## config.mk

```make
export PLATFORM = sky130hd
export DESIGN_NAME = stns_cfg
export DESIGN_NICKNAME = d
export VERILOG_FILES = /design/src/stns_pkg.sv /design/src/stns_cfg.sv
export SDC_FILE = /design/constraint.sdc
export NUM_CORES = 1
export LEC_CHECK = 0
export BUFFER_PORTS_ARGS = -buffer_cell sky130_fd_sc_hd__buf_4
export CORE_AREA = 4 4 61 52
export CTS_CLUSTER_SIZE = 16
export DETAILED_ROUTE_END_ITERATION = 7
export DIE_AREA = 0 0 65 56
export GPL_TIMING_DRIVEN = 0
export MAX_ROUTING_LAYER = met4
export PLACE_DENSITY = 0.72
export SYNTH_ARGS = -nofsm -noshare
export SYNTH_HDL_FRONTEND = slang
export SYNTH_SLANG_ARGS = --single-unit
```

## constraint.sdc

```tcl
create_clock -name clk -period 0.8 [get_ports clk]
set_input_delay 0.16 -clock clk [delete_from_list [all_inputs] [get_ports clk]]
set_output_delay 0.16 -clock clk [all_outputs]
set_load 0.02 [all_outputs]
```

## src/stns_pkg.sv

```systemverilog
`timescale 1ns / 1ps

package stns_pkg;

    localparam int TABLE_DEPTH_DEF = 1024;
    localparam int KEY_W = 64;
    localparam int IDX_W = 10;
    localparam int CNT_W = 11;
    localparam int APB_DW = 32;
    localparam int APB_AW = 3;

    localparam logic CMD_WRITE = 1'b0;
    localparam logic CMD_SEARCH = 1'b1;

    localparam logic REG_ENTRY_COUNT = 1'b0;

    typedef enum logic [2:0] {
        ST_IDLE,
        ST_FIRST,
        ST_LAST,
        ST_CMP,
        ST_DONE
    } stns_state_t;

endpackage

```

## src/stns_cfg.sv

```systemverilog
`timescale 1ns / 1ps

module stns_cfg
    import stns_pkg::*;
(
    input  logic              clk,
    input  logic              rst_n,
    input  logic              psel,
    input  logic              penable,
    input  logic              pwrite,
    input  logic [APB_AW-1:0] paddr,
    input  logic [APB_DW-1:0] pwdata,
    output logic [APB_DW-1:0] prdata,
    output logic              pready,
    output logic [CNT_W-1:0]  entry_count
);

    logic [CNT_W-1:0] entry_count_reg;
    logic [CNT_W-1:0] entry_count_next;
    logic             hit;

    assign hit = (paddr[APB_AW-1] == REG_ENTRY_COUNT);

    always_comb
    begin
        entry_count_next = entry_count_reg;
        if (psel && penable && pwrite && hit)
        begin
            entry_count_next = pwdata[CNT_W-1:0];
        end
    end

    always_ff @(posedge clk or negedge rst_n)
    begin
        if (!rst_n)
        begin
            entry_count_reg <= '0;
        end
        else
        begin
            entry_count_reg <= entry_count_next;
        end
    end

    assign prdata = hit ? {(APB_DW - CNT_W)'(0), entry_count_reg} : '0;
    assign pready = 1'b1;
    assign entry_count = entry_count_reg;

endmodule

```

# Yosys cells after proc, flatten, opt, wreduce, memory -nomap -nowiden
# Cells that the tools add are included.
dict set report word_totals {
  ff_bits 11
  input_bits 40
  out_inout_bits 44
  elab_cells 6
}
dict set report op_classes {
  mux 1
  n_bitwise 1
  reduce_logical 3
}
# operator count
set ops {}
lappend ops {{2-to-1 mux 11 bit} 1}
lappend ops {{logical AND 1 bit} 3}
lappend ops {{inverter 1 bit} 1}

# Depth between registers and ports, before layout
dict set report depth {
  ltp_word 3
  ltp_mapped 3
  depth_no_buf 2
}

# Least setup slack after synthesis
# No wires, ideal clock.
dict set report synth_timing {
  path_type {reg2out}
  from {reg entry_count_reg[0], in the netlist entry_count[0]}
  to {out prdata[0]}
  t_arrival_ns 0.814
  required_time_ns 0.640
  path_slack_ns -0.174
  stages_incl_launch_ff 2
  cell_sequence {dfrtp_1 > nor2b_1}
}
dict set report synth_via {
  elab_chain_cells 1
}
# item line_no
set synth_rtl {}
lappend synth_rtl {{start, declared} stns_cfg.sv:18} ;# logic [CNT_W-1:0] entry_count_reg;
lappend synth_rtl {{start signal, assigned} stns_cfg.sv:41} ;# entry_count_reg <= entry_count_next;
lappend synth_rtl {{2-to-1 mux 11 bit} stns_cfg.sv:45} ;# assign prdata = hit ? {(APB_DW - CNT_W)'(0), entry_count_reg} : '0;
lappend synth_rtl {{end, declared} stns_cfg.sv:13} ;# output logic [APB_DW-1:0] prdata,
# No other way between the ends.

# Worst setup path after layout
dict set report layout_timing {
  from {reg entry_count_reg[8], in the netlist entry_count[8]}
  to {out prdata[8]}
}
# The elaborated chain is that of the path after synthesis.

==> flow_metrics.env <==
export IMPL_maxCapViolations=0
export IMPL_status="finished with violations"
export IMPL_synth_cells=60
export IMPL_r2r_setup_slack_ns=-0.19
export IMPL_layout_common_cells="buf_4, buf_6, conb_1, mux2_4"
export IMPL_grt_pass1_vias=641
export IMPL_synthAdderAreaFrac=0
export IMPL_synth_compound_area_share=0
export IMPL_start_util=0.275
export IMPL_dp_cells=156
export IMPL_post_drt_wl_per_cell_um=11.5
export IMPL_cp_arrival_ns=0.96
export IMPL_synthTopCellsByArea="dfrtp_1, buf_4, mux2_4, nor2b_1, nand4b_4"
export IMPL_crit_start="entry_count[8]$_DFFE_PN0P_"
export IMPL_critPathCapture="prdata[8]"
export IMPL_synth_area_sq_um=718
export IMPL_synth_top_area_cell="dfrtp_1"
export IMPL_timing_rr_start="entry_count[8]$_DFFE_PN0P_"
export IMPL_crit_path_start_kind="flop"
export IMPL_ioPinCount=84
export IMPL_fin_crit_sh=1.40
export IMPL_nets=177
export IMPL_ir_worst_vdd_mv=0.920
export IMPL_critPathKind="reg -> out"
export IMPL_total_power_mw=2.83
export IMPL_place_area_sq_mm=0.00121
export IMPL_wl_met2_mm=1.13
export IMPL_antenna_left=0
export IMPL_area_growth_pct=104
export IMPL_r2r_end="entry_count[8]$_DFFE_PN0P_"
export IMPL_violations="setup timing"
export IMPL_cts_root_buffer="clkbuf_4"
export IMPL_grt_pass1_wl_mm=2.98
export IMPL_ys_seq_elements=11
export IMPL_p_per_area_mw_per_mm2=1930
export IMPL_place_ws_ns=-0.265
export IMPL_crit_required_ns=0.64
export IMPL_gpl_final_weighted_congestion=0.639
export IMPL_worst_hold_path_type="in -> reg"
export IMPL_routed_top_layer="met3"
export IMPL_postLayoutCellArea_sq_mm=0.00147
export IMPL_cts_made_buffers=3
export IMPL_post_drt_via_cell_ratio=3.47
export IMPL_grt_max_degree=12
export IMPL_rsz0062_at_grt="yes"
export IMPL_setup_viol=30
export IMPL_path_clk_slew_ns=0.07
export IMPL_seq_area_frac_synth=0.383
export IMPL_drtIter0Drc=0
export IMPL_wirelength_mm=2.01
export IMPL_fin_cells=174
export IMPL_core_sq_mm=0.00262
export IMPL_die_w_um=65
export IMPL_cts_tree="done"
export IMPL_crit_fanout=2
export IMPL_hold_violations=0
export IMPL_worst_r2r_cell_count=3
export IMPL_drive_gt1_frac=0.743
export IMPL_drc=0
export IMPL_wl_met1_um=710
export IMPL_met3_length_um=166
export IMPL_setup_tns_ns=-6.74
export IMPL_synth_top_cell_area_share=0.383
export IMPL_die_y_um=56
export IMPL_port_buffers=38
export IMPL_via_count=603
export IMPL_crit_path_end_kind="primary output"
export IMPL_clock_latency_ns=0.26
export IMPL_synthXorXnorAreaFrac=0
export IMPL_synth_simple_area_share=0.131
export IMPL_clock_skew_ns=0
export IMPL_finalWorstPathRequiredPeriod_ns=1.12
export IMPL_gr_total_overflow=0
export IMPL_drv_slew=0
export IMPL_yosys_mux_area_fraction=0.225
export IMPL_whs_ns=0.123
export IMPL_cts_buffer_depth=2
export IMPL_row_count=17
export IMPL_postLayoutCoreUtil=0.561
export IMPL_diodes=0
export IMPL_synth_top_family_by_area="buffers and inverters"
export IMPL_largest_register_ffs=11
export IMPL_die_area_sq_mm=0.00364
export IMPL_antenna_found_initial=0
export IMPL_avgSynthCellArea_sq_um=12.0
export IMPL_p_leak_nw=0.829
export IMPL_clock_sink_count=11
export IMPL_max_freq_ghz=0.891
export IMPL_grt_usage=0.112
export IMPL_final_common_cell="buf_4"
export IMPL_ys_warn_count=0
export IMPL_dr_pass1_iters=1
export IMPL_htree_levels=1
export IMPL_synthDistinctLibCells=10
export IMPL_setup_slack_ns=-0.322
export IMPL_place_hpwl_mm=1.51
worst max-delay path, stage by stage (launching register included):
cell,delay [ns]
dfrtp_1,0.40
and2b_1,0.17
buf_6,0.13
worst min-delay path by stage:
stage                                      end       from  cells past startpoint  slack (ns)
floorplan           entry_count[0]$_DFFE_PN0P_      rst_n                      0       -0.14
global placement    entry_count[7]$_DFFE_PN0P_      rst_n                      1       0.006
detailed placement  entry_count[7]$_DFFE_PN0P_      rst_n                      1       0.005
CTS                 entry_count[6]$_DFFE_PN0P_  pwdata[6]                      2        0.11
global route        entry_count[6]$_DFFE_PN0P_  pwdata[6]                      2        0.11
finish              entry_count[6]$_DFFE_PN0P_  pwdata[6]                      2        0.12
cells in the mapped netlist:
| library cell | n |
|---|---|
| buf_4 | 22 |
| nor2b_1 | 10 |
| buf_6 | 1 |
| and2b_1 | 1 |
| mux2_4 | 10 |
| conb_1 | 2 |
| mux2_2 | 1 |
| clkbuf_1 | 1 |
| dfrtp_1 | 11 |
| nand4b_4 | 1 |
power by group:
part           switching, mW  internal, mW
clock                  0.179         0.193
combinational          0.633          1.03
sequential             0.118         0.682
cell type report:
cell class | count | area [sq um]
Sequential cell | 11 | 277
Buffer | 24 | 184
Timing Repair Buffer | 52 | 517
Multi-Input combinational cell | 45 | 417
Tap cell | 38 | 47.5
Fill cell | 241 | 1150
Clock buffer | 4 | 26.3
cell families after synthesis:
family	count (synthesis)
buffers and inverters	24
other	2
muxes	11
DFF	11
and+or+nand+nor	12
repair_timing:
| item | 4_1_cts | 5_1_grt |
|---|---|---|
| buffers inserted | 5 | 9 |
| hold buffers | 1 | 0 |
| gates resized for setup | 24 | 10 |
| endpoints found under the hold margin | 11 | 0 |
| setup endpoints to repair | 22 | 30 |
| pin swaps | 0 | 0 |
| cloned | 0 | 0 |
metal layers:
| layer | vias up | track usage |
|---|---|---|
| li1 | 300 | - |
| met1 | 269 | 0.118 |
| met2 | 34 | 0.204 |
| met3 | 0 | 0.0505 |
| met4 | 0 | 0 |
| met5 | - | - |
Note: power is estimated with default switching activity, not from simulation.
